--- src/rtl/sliding_window_median_unit_defines.svh ---
// assertion helpers for the sliding window median unit
`ifndef SLIDING_WINDOW_MEDIAN_UNIT_DEFINES_SVH
`define SLIDING_WINDOW_MEDIAN_UNIT_DEFINES_SVH

// same-cycle implication
`define SWM_ASSERT_IMP(label, ante, cons) \
    label: assert property (@(posedge i_clk) disable iff (!i_rst_n) (ante) |-> (cons)) \
        else $error("swm assertion failed");

// next-cycle implication
`define SWM_ASSERT_NXT(label, ante, cons) \
    label: assert property (@(posedge i_clk) disable iff (!i_rst_n) (ante) |=> (cons)) \
        else $error("swm assertion failed");

`endif

--- src/rtl/swm_ram.sv ---
`timescale 1ns / 1ps

module swm_ram #(
    parameter int WIDTH = 32,
    parameter int DEPTH = 64
) (
    input  logic                     i_clk,
    input  logic                     i_we,
    input  logic [$clog2(DEPTH)-1:0] i_waddr,
    input  logic [WIDTH-1:0]         i_wdata,
    input  logic [$clog2(DEPTH)-1:0] i_raddr,
    output logic [WIDTH-1:0]         o_rdata
);

    logic [WIDTH-1:0] r_mem [DEPTH];
    logic [WIDTH-1:0] r_rdata;

    always_ff @(posedge i_clk) begin
        if (i_we) begin
            r_mem[i_waddr] <= i_wdata;
        end
        r_rdata <= r_mem[i_raddr];
    end

    assign o_rdata = r_rdata;

endmodule

--- config.mk ---
export PLATFORM = sky130hd
export DESIGN_NAME = swm_ram
export DESIGN_NICKNAME = d
export VERILOG_FILES = /design/src/rtl/sliding_window_median_unit_defines.svh /design/src/rtl/swm_ram.sv
export SDC_FILE = /design/constraint.sdc
export NUM_CORES = 2
export LEC_CHECK = 0
export BUFFER_PORTS_ARGS = -buffer_cell sky130_fd_sc_hd__buf_2
export CAP_MARGIN = 20
export CORE_MARGIN = 3
export CORE_UTILIZATION = 42
export CTS_CLUSTER_DIAMETER = 80
export DETAILED_ROUTE_END_ITERATION = 10
export HOLD_SLACK_MARGIN = 0.02
export PLACE_DENSITY = 0.61
export SYNTH_ARGS = -nofsm -noshare
export SYNTH_HDL_FRONTEND = slang
export SYNTH_SLANG_ARGS = --single-unit
--- constraint.sdc ---
create_clock -name i_clk -period 3.3 [get_ports i_clk]
set_input_delay 0.165 -clock i_clk [delete_from_list [all_inputs] [get_ports i_clk]]
set_output_delay 0.165 -clock i_clk [all_outputs]
set_load 0.01 [all_outputs]
# Word level (Yosys, flattened, before mapping)
# Memories as Yosys holds them, arrays and structs flattened. A register that Yosys moved wholly into a read port is not among the register bits.
# Index checks and enable logic that the tools add are counted.
dict set report classes {
  mux 2
}
# operator count
set op_table {}
lappend op_table {{$mux W1} 2}
dict set report word_totals {
  regBits 0
  ram_bits 2048
  out_inout_bits 32
  n_memories 1
}
# name depth width rd rd_ports_with_merged_regs write_ports line
set memory_table {}
lappend memory_table {r_mem 64 32 1 1 1 swm_ram.sv:15} ;# logic [WIDTH-1:0] r_mem [DEPTH];

# Longest topological paths before layout
dict set report logic_depth {
  ltp_word 2
  ltp_mapped 10
  mapped_depth_nobuf 5
}

# Least setup slack after synthesis
# Ideal clock, no wire load.
dict set report synth_path {
  kind {input to register}
  start {input port i_waddr[3]}
  end {memory r_mem[48][0], enable pin}
  setup_ps 461
  arrival_time_ps 2864
  required_ps 2839
  setup_slack_ps -25
  stages 4
  path_buffers 1
  path_cell_list {clkbuf_1 -> nor2b_1 -> nand4b_1 -> nor3_1}
}
# item line
set synth_rtl {}
lappend synth_rtl {{start, declared} swm_ram.sv:9} ;# input logic [$clog2(DEPTH)-1:0] i_waddr,
lappend synth_rtl {{end, declared} swm_ram.sv:15}
# Straight into the memory's write port.

==> impl_results.md <==
- Critical Path AT: 3.37 ns
- Synthesis-to-finish area growth: 16.5%
- Final worst-path setup slack: 0.595 ns
- Clock power share: 0.416
- # rows: 158
- Total negative slack: 0 ns
- Leak Pwr: 28.6 nW
- Initial Util: 0.423
- Number of instances in the placed design: 5940
- Port bufs: 77
- Sw Ratio: 0.214
- # nets final: 3753
- Pre-CTS setup slack: 0.0242 ns
- RSZ-0062 raised after global routing: no
- Final Instance Count excl. Fillers: 6366
- Synthesized flop and latch total: 2080
- Tightest Hold Check Type: input port to flip-flop
- Total CTS buffers: 202
- Pre-Repair DR Iteration Count: 6
- Startpoint types: input port
- Vias per cell: 5.87
- Layout Utilization: 0.493
- Final WL: 208 mm
- Final min period: 2.71 ns
- Post-Syn Area: 78500 um^2
- Crit. End Element: flip-flop
- DRC violations left: 0
- Final Hold Violating Endpoints: 0
- Status: complete, no violations
- Internal: 43.5 mW
- Combinational power share: 0.053
- Register area: 62100 um^2
- Crit path required time: 3.97 ns
- Post-layout total power: 55.3 mW
- Post-CTS setup buffers: 0
- Initial antenna violation count: 19
- Clock Tree Buf Depth: 3
- I/O pins: 78
- Flop pwr share: 0.531
- Period utilisation layout: 0.820
- Clock slew at reported path FFs: 0.06 ns
- Gates resized, CTS repair: 0
- Cells after synthesis: 3324
- Grt ovf: 0
- DRT iter0 DRCs: 4543
- Die H: 438 um
- Max-slew headroom: 0.244
- WHS: 0.0840 ns
- Sw power: 11.8 mW
- Final setup violation count: 0
- Overall global routing resource usage: 0.217
- GP Congestion: 0.810
- Sequential-to-total area share from yosys stat: 0.791
- Largest net degree at the start of global routing: 65
- CTS tree: yes
- Crit Path Class: input port to flip-flop
- Syn nets: 3370
- Max VDD drop: 0.696 mV
- H-tree levels: 4
- DR WL/cell: 32.7 um
- Fmax: 0.370 GHz
- Clock Sinks: 2080
- Die W: 438 um
- Layout filler cell count: 14600
- Die ar.: 192000 um^2
- Synth warn: 0
- Dpl hpwl: 118 mm
- Final clock skew: 0.0344 ns
- Vias in the first global route: 37600
- First-pass GRT wire length: 293 mm
- Final Cell Area: 91500 um^2
- Via count: 37400
- Footprint of the multi-input gates: 16000 um^2
- DRT antenna net count: 0
- Slew @ Worst Pin: 1.13 ns
- Core Region: 186000 um^2
- Clock Tree Root: clkbuf_16
- Clk Latency, worst-skew pair: 0.85 ns
- Count of cell types in the netlist: 34
- Share of cells above drive strength 1: 0.319
- Synthesized area per cell: 23.6 um^2
- CP max FO: 46
- Power per Cell Area: 605 nW/um^2
- Post-DP Area: 84300 um^2
- Max Transition Viols Final: 0
- Max Cap Violations: 0
==> worst max-delay path: stages <==
cell and delay (ns):
dlygate4sd3_1 0.54, buf_6 0.49, and2_1 0.83, buf_4 0.27, a21oi_1 0.07, a21oi_1 0.76, nor2_1 0.18
==> area by class of cell <==
type,count,share of cell area
flip-flops and latches,2080,0.679
diodes,5,0.000137
clock inverters,114,0.0133
well taps,2480,0.0339
repair buffers,361,0.0391
clock buffers,264,0.0595
multi-input cells,1062,0.175
==> synthesized netlist by cell type, drive strengths merged <==
master	number	area, um^2
a21oi	62	310
a22oi	12	90.1
a311oi	8	70.1
a31oi	1	6.26
a41o	4	40.0
and2	2	12.5
and3	4	25.0
buf	108	608
clkbuf	74	278
dfxtp	32	641
edfxtp	2048	61500
mux2i	93	931
mux4	544	12300
nand2	26	97.6
nand2b	8	50.1
nand3	5	25.0
nand3b	5	37.5
nand4	2	12.5
nand4b	1	8.76
nor2	137	514
nor2b	15	93.8
nor3	7	35.0
o221ai	27	236
o22ai	84	526
o32ai	4	35.0
or2	3	18.8
or3	3	18.8
or3b	5	43.8
==> power by group through the flow <==
stage / Combinational, mW / Clock, mW / Sequential (mW)
detailed placement: 2.89 / 0 / 29.9
floorplan: 1.42 / 0 / 29.9
global placement: 2.85 / 0 / 29.9
finish: 2.93 / 23.0 / 29.4
global route: 3.09 / 24.5 / 29.4
CTS: 2.92 / 23.4 / 29.4
==> cells by family after synthesis <==
logic type	Yosys count	synth area share
DFF	2080	0.791
muxes	637	0.168
and+or+nand+nor	223	0.0127
AOI/OAI and AO/OA	202	0.0167
buffers and inverters	182	0.0113
==> path summary, 6_finish.rpt <==
path	from	to	slack, ns	cells past startpoint
setup / recovery	i_raddr[3]	o_rdata[11]$_DFF_P_	0.59	7
hold / removal	i_waddr[0]	r_mem[55][4]$_DFFE_PP_	0.08	3
setup reg to reg	r_mem[15][26]$_DFFE_PP_	o_rdata[26]$_DFF_P_	0.78	6
hold reg to reg	r_mem[12][8]$_DFFE_PP_	o_rdata[8]$_DFF_P_	0.73	4
==> repair_timing <==
action                     4_1_cts  5_1_grt
hold endpoints to repair       729      445
setup endpoints to repair        0        0
hold buffers                    23       10
==> per-layer routing <==
metal	GRT usage	vias up	share of wire	routed length [um]
met5	0	-	0.00016	34
met4	0.0591	6	0.027	5590
met3	0.0402	288	0.079	16500
met2	0.348	1686	0.49	101000
met1	0.308	20300	0.41	84500
li1	-	15100	-	-
==> sequential cells by signal, indices dropped and copies added, names as in the netlist <==
register and flops:
r_mem 2048, o_rdata 32
==> layout by cell type, fill, tap and decap left out, types with 5 or more instances in the layout <==
| cell | n |
|---|---|
| a22oi_1 | 12 |
| clkinvlp_4 | 7 |
| nand3_1 | 5 |
| clkbuf_1 | 47 |
| inv_16 | 5 |
| o22ai_1 | 84 |
| mux4_2 | 544 |
| edfxtp_1 | 2048 |
| diode_2 | 5 |
| dlygate4sd3_1 | 33 |
| inv_6 | 5 |
| nor2_1 | 75 |
| clkbuf_8 | 15 |
| buf_12 | 72 |
| clkbuf_16 | 202 |
| nor2_4 | 62 |
| nand2b_1 | 7 |
| nand2_1 | 26 |
| clkinv_2 | 38 |
| a311oi_1 | 8 |
| a21oi_1 | 62 |
| nor2b_1 | 15 |
| buf_4 | 177 |
| dfxtp_1 | 32 |
| clkinv_1 | 33 |
| nand3b_1 | 5 |
| o221ai_1 | 27 |
| bufinv_16 | 18 |
| buf_2 | 73 |
| nor3_1 | 5 |
| mux2i_1 | 93 |
Power figures use the tool's default switching activity.
