[src/rtl/sliding_window_median_unit_defines.svh]
// assertion helpers for the sliding window median unit
`ifndef SLIDING_WINDOW_MEDIAN_UNIT_DEFINES_SVH
`define SLIDING_WINDOW_MEDIAN_UNIT_DEFINES_SVH

// same-cycle implication
`define SWM_ASSERT_IMP(label, ante, cons) \
    label: assert property (@(posedge i_clk) disable iff (!i_rst_n) (ante) |-> (cons)) \
        else $error("swm assertion failed");

// next-cycle implication
`define SWM_ASSERT_NXT(label, ante, cons) \
    label: assert property (@(posedge i_clk) disable iff (!i_rst_n) (ante) |=> (cons)) \
        else $error("swm assertion failed");

`endif

[src/rtl/swm_pkg.sv]
`timescale 1ns / 1ps

package swm_pkg;

    localparam int MAX_WINDOW = 64;
    localparam int DATA_W     = 32;
    localparam int IDX_W      = $clog2(MAX_WINDOW);
    localparam int CNT_W      = $clog2(MAX_WINDOW + 1);
    localparam int AGE_W      = IDX_W;
    localparam int GRP        = 8;
    localparam int NGRP       = (MAX_WINDOW + GRP - 1) / GRP;

    typedef struct packed {
        logic signed [DATA_W-1:0] val;
        logic [AGE_W-1:0]         age;
        logic                     gt;
        logic                     ge;
    } t_swm_link;

    typedef struct packed {
        logic signed [DATA_W-1:0] sample;
        logic signed [DATA_W-1:0] old;
        logic                     full;
        logic                     upd;
        logic [CNT_W-1:0]         win;
        logic [CNT_W-1:0]         fill;
    } t_swm_ctl;

    localparam t_swm_link LINK_LEFT_EDGE  = '{val: '0, age: '0, gt: 1'b0, ge: 1'b0};
    localparam t_swm_link LINK_RIGHT_EDGE = '{val: '0, age: '0, gt: 1'b1, ge: 1'b1};

endpackage

[src/rtl/swm_cell.sv]
`timescale 1ns / 1ps

module swm_cell import swm_pkg::*; (
    input  logic             i_clk,
    input  logic [IDX_W-1:0] i_idx,
    input  t_swm_ctl         i_ctl,
    input  t_swm_link        i_left,
    input  t_swm_link        i_right,
    output t_swm_link        o_link
);

    logic signed [DATA_W-1:0] r_val;
    logic signed [DATA_W-1:0] n_val;
    logic [AGE_W-1:0]         r_age;
    logic [AGE_W-1:0]         n_age;
    logic [CNT_W-1:0]         idx_ext;
    logic                     valid;
    logic                     en;
    logic                     gt;
    logic                     ge;

    assign idx_ext = {1'b0, i_idx};
    assign valid   = i_ctl.full ? (idx_ext < i_ctl.win) : (idx_ext < i_ctl.fill);
    assign en      = i_ctl.full ? valid : (idx_ext <= i_ctl.fill);

    // ordering key is (value, age): new sample sorts ahead of equal values
    assign gt = valid ? (r_val >= i_ctl.sample) : 1'b1;
    assign ge = i_ctl.full && valid &&
                ((r_val > i_ctl.old) ||
                 ((r_val == i_ctl.old) && ({1'b0, r_age} == i_ctl.win - CNT_W'(1))));

    always_comb begin
        n_val = r_val;
        n_age = r_age;
        if (i_ctl.upd && en) begin
            n_age = r_age + AGE_W'(1);
            if (!ge) begin
                if (gt) begin
                    if (i_left.gt) begin
                        n_val = i_left.val;
                        n_age = i_left.age + AGE_W'(1);
                    end else begin
                        n_val = i_ctl.sample;
                        n_age = '0;
                    end
                end
            end else begin
                priority if (!i_right.gt) begin
                    n_val = i_right.val;
                    n_age = i_right.age + AGE_W'(1);
                end else if (!i_left.ge && i_left.gt) begin
                    n_val = i_left.val;
                    n_age = i_left.age + AGE_W'(1);
                end else if (!i_left.ge || !gt) begin
                    n_val = i_ctl.sample;
                    n_age = '0;
                end
            end
        end
    end

    always_ff @(posedge i_clk) begin
        r_val <= n_val;
        r_age <= n_age;
    end

    assign o_link = '{val: r_val, age: r_age, gt: gt, ge: ge};

endmodule

[config.mk]
export PLATFORM = sky130hd
export DESIGN_NAME = swm_cell
export DESIGN_NICKNAME = d
export VERILOG_FILES = /design/src/rtl/sliding_window_median_unit_defines.svh /design/src/rtl/swm_pkg.sv /design/src/rtl/swm_cell.sv
export SDC_FILE = /design/constraint.sdc
export NUM_CORES = 1
export LEC_CHECK = 0
export BUFFER_PORTS_ARGS = -buffer_cell sky130_fd_sc_hd__buf_2
export CORE_UTILIZATION = 46
export CTS_BUF_LIST = sky130_fd_sc_hd__clkbuf_4 sky130_fd_sc_hd__clkbuf_8
export CTS_CLUSTER_SIZE = 12
export DETAILED_ROUTE_END_ITERATION = 16
export PLACE_DENSITY_LB_ADDON = 0.08
export SYNTH_ARGS = -nofsm -noshare
export SYNTH_HDL_FRONTEND = slang
export SYNTH_SLANG_ARGS = --single-unit
export TNS_END_PERCENT = 30
[constraint.sdc]
create_clock -name i_clk -period 3.7 [get_ports i_clk]
set_input_delay 0.74 -clock i_clk [delete_from_list [all_inputs] [get_ports i_clk]]
set_output_delay 0.74 -clock i_clk [all_outputs]
set_load 0.05 [all_outputs]
# Yosys cells after proc, flatten, opt, wreduce, memory -nomap -nowiden
# Index checks and enable logic that the tools add are counted.
# Widths: inputs -> output; s select.
# totals
regBits	38
latch_bits	0
ramBits	0
mem_bits_ro	0
input_bits	167
output_inout_bits	40
word_cells	40
mem_count	0
# op_classes
addsub	4
multipliers	0
n_div	0
magnitude_cmp	5
n_eq_ne	3
shifts	0
mux	15
bitwise	0
reduce_logical	11
# op_table
cell	count
$mux 32	6
$mux 6	6
$eq 32x32->1	1
$ge 32x32->1	1
$gt 32x32->1	1
$add 6x1->6 const B	3
$lt 6x7->1	2
$eq 6x7->1	1
$le 6x7->1	1
$sub 7x1->7 const B	1
$logic_and 1x1->1	5
$ne 4x2->1 const B	1
$mux 1	3
$reduce_and 3->1	1
$logic_not 1->1	2
$logic_or 1x1->1	2
$reduce_bool 2->1	1

# Logic depth before layout (Yosys ltp)
# logic_depth
depth_word	9
depth_mapped	13
depth_no_buf	11

# Worst setup path after synthesis
# OpenSTA, ideal clock, no wires.
# synth_path
path_type	input to register
from	input port i_ctl[17] (netlist bit)
to	register r_val[0] (enable)
setup_time_ps	387
arrival_ps	3324
required_ps	3313
setup_slack_ps	-11
path_stages	12
n_path_buf	2
path_cell_list	inv_1 -> ha_1 -> nor2b_1 -> o211ai_1 -> a21oi_1 -> a211oi_1 -> a2bb2oi_1 -> o32ai_1 -> nor3_2 -> buf_2 -> buf_2 -> o211a_1
# synth_via
elab_chain_cells	6
# synth_rtl
element	line	source
from (decl)	swm_cell.sv:6	input t_swm_ctl i_ctl,
branches (longest 2 deep; another with $gt 32x32->1)	-	
$logic_or 1x1->1 *	swm_cell.sv:29	((r_val > i_ctl.old) ||
$logic_and 1x1->1 *	swm_cell.sv:28	assign ge = i_ctl.full && valid &&
$ne 4x2->1 (no source line) / $reduce_bool 2->1 (equally long branches)	-	
$reduce_and 3->1 (no source line) *	-	
to (signal assigned)	swm_cell.sv:63	r_val <= n_val;
to (decl)	swm_cell.sv:12	logic signed [DATA_W-1:0] r_val;
# Every way passes the cells marked *.
# A chain may end at the register's enable or synchronous reset.

==> results_dict.tcl <==
set metrics [dict create \
    outcome "complete, no violations" \
    max-vdd-ir-drop_uv 268 \
    setup_ws_ns 0.115 \
    synth_nets 926 \
    crit_fanout 3 \
    p_int_mw 1.36 \
    initial_core_util 0.479 \
    netlist-cell-type-count 51 \
    synthTopCellsByCount "nand2_1 (121), o21ai_0 (80), ha_1 (79)" \
    syn_area_um2 5020 \
    cp_num_buf_inv 5 \
    ant_nets 0 \
    cts_tree "built" \
    slowest_stage "or4_1" \
    yosys.area.top_type_share 0.227 \
    arrival_ns 2.84 \
    critical-path-top-delay-family "simple AND/OR/NAND/NOR gates" \
    stdcell_count 1013 \
    hold_buffers 0 \
    cp.required_ns 2.96 \
    synth_area_per_cell_um2 7.38 \
    grt_pass1_vias 5102 \
    setup_tns_ns 0 \
    grt_pass1_wl_um 23700 \
    yosysSeqAreaShare 0.227 \
    tightest_slew_ns 0.843 \
    die_area_um2 11300 \
    hold_class "input pin to register" \
    seqCellArea_um2 1140 \
    antenna_found_initial 1 \
    skew_ns 0.00638 \
    place_ws_ns -0.0233 \
    rsz0062_at_grt "yes" \
    grt_max_degree 67 \
    drt-vias-per-instance 5.47 \
    cts.path.max_buffers 2 \
    synth_edf_count 38 \
    row_count 37 \
    post-dp-hpwl_um 12100 \
    ios 207 \
    power_frac_clock 0.175 \
    die_h_um 106 \
    vias 5545 \
    share_comb_of_total_power 0.542 \
    synthArstFlopShare 0 \
    dp_cells 1003 \
    yosys.area.top_type "edfxtp_1" \
    finalNetCount 1121 \
    cts_root_buffer "clkbuf_8" \
    cts.sinks 38 \
    path_clk_slew_ns 0.08 \
    critPathKind "input pin to output port" \
    fmax_mhz 279 \
    ys_ff_latch 38 \
    cp_common_cell "buf_4" \
    drc 0 \
    yosysWarnings 0 \
    drt-total-wl_um 14600 \
    ys_top_cells_by_area "edfxtp_1 (23%), ha_1 (20%), nand2_1 (9.1%)" \
    synth_top_flop_cell "edfxtp_1" \
    finalHoldViolCount 0 \
    worst_path_largest_cell_delay_ns 0.49 \
    synthCells 680 \
    core-area_um2 10500 \
    endpoint_kind "output port" \
    grt_usage 0.258 \
    p_leak_nw 3.17 \
    nFillCells 964 \
    maxCapViolCount 0 \
    yosysMostFrequentCell "nand2_1" \
    avgRoutedWirePerCell_um 14.4 \
    fin_crit_sh 0.969 \
    gp_congestion 0.860 \
    portBuffers 205 \
    setup_viol 0 \
    drv_slew 0 \
    drt_iter0_markers 385 \
    dr.pass1.iters 5 \
    drive_above_1_share 0.275 \
    startpoint_type "input pin" \
    die_w_um 106 \
    min_period_ns 3.58 \
    relSlewSlack 0.438 \
    multi_input_area_um2 3450 \
    overflow 0 \
    sw_frac_of_total 0.451 \
    final_util 0.610 \
    p_seq_frac 0.284 \
    cts_buffers 5 \
    syn_to_final_growth_pct 27.3 \
    p_per_area_nw_per_um2 387 \
    crit_chain "buf_2 -> inv_1 -> ha_1 -> nand4_1 -> nor4_4 -> buf_4 -> nand3_1 -> or4_1 -> nor2_2 -> nor3_4 -> inv_2 -> buf_4" \
    power_switching_mw 1.11 \
    clk-insertion-delay-late_ns 0.30 \
    htreeDepth 2 \
]
sequential cells by signal, indices dropped and copies added, names as in the netlist:
signal and count:
r_val 32, r_age 6
cell usage in the layout (no fill, tap or decap), types with 3 or more instances in the layout:
master,count
o21ai_0,80
a211oi_1,3
nand3_1,22
inv_1,76
edfxtp_1,38
and3_1,5
clkbuf_8,5
a21oi_1,37
a21o_1,4
or4_1,3
o211ai_1,33
nand2_1,121
o21ai_1,32
nor2_1,21
xnor2_1,13
nand4_1,18
buf_4,17
nor3_1,5
nand3b_1,4
nor2b_1,4
xor2_1,8
buf_2,204
ha_1,79
power by group through the flow:
stage                     registers, mW  clock network, mW  logic (mW)
final                             0.701              0.431        1.34
after global routing              0.714              0.448        1.48
after global placement            0.710                  0        1.30
after CTS                         0.702              0.439        1.34
after floorplan                   0.956                  0       0.685
after detailed placement          0.711                  0        1.33
stage by stage:
stage | instance area, um2 | total power [mW] | hold slack [ns]
global placement | 6230 | 2.01 | 0.861
finish | 6390 | 2.47 | 0.794
detailed placement | 6230 | 2.04 | 0.883
global route | 6390 | 2.64 | 0.813
CTS | 6370 | 2.48 | 0.783
floorplan | 5020 | 1.64 | 1.00
worst paths after layout:
path                       from             endpoint  slack (ns)  cells past startpoint
max reg2reg  r_val[1]$_DFFE_PP_  r_val[15]$_DFFE_PP_        0.39                     11
min reg2reg  r_age[4]$_DFFE_PP_   r_age[4]$_DFFE_PP_        0.90                      3
max                   i_ctl[43]            o_link[0]        0.12                     12
min                 i_right[16]   r_val[8]$_DFFE_PP_        0.79                      3
cells by family after synthesis:
logic type,after synthesis,synth area share
and+or+nand+nor,218,0.204
AOI/OAI and AO/OA,209,0.243
buffers and inverters,113,0.0878
adders and majority gates,79,0.197
DFF,38,0.227
xor gates and xnor gates,21,0.0367
muxes,2,0.00399
cell type report:
cell class	count	area share
clock buffer	5	0.0108
tap	136	0.0266
multi-input combinational	529	0.541
clock inverter	3	0.0108
sequential	38	0.179
antenna	1	0.000392
inverter	78	0.0458
timing repair buffer	223	0.186
tightest hold or removal path: stages:
cell	delay [ns]
buf_2	0.07
o21ai_0	0.06
o21ai_1	0.10
metal layers:
metal	global-route usage	share of wire
met1	0.325	0.43
met2	0.451	0.48
met3	0.0343	0.061
met4	0.0910	0.022
met5	0	0
what timing repair did:
| item | in CTS | in global routing |
|---|---|---|
| endpoints found under the setup margin | 1 | 2 |
| setup buffers | 0 | 1 |
| pin swaps | 1 | 2 |
| resized for setup | 0 | 3 |
Power figures use the tool's default switching activity.
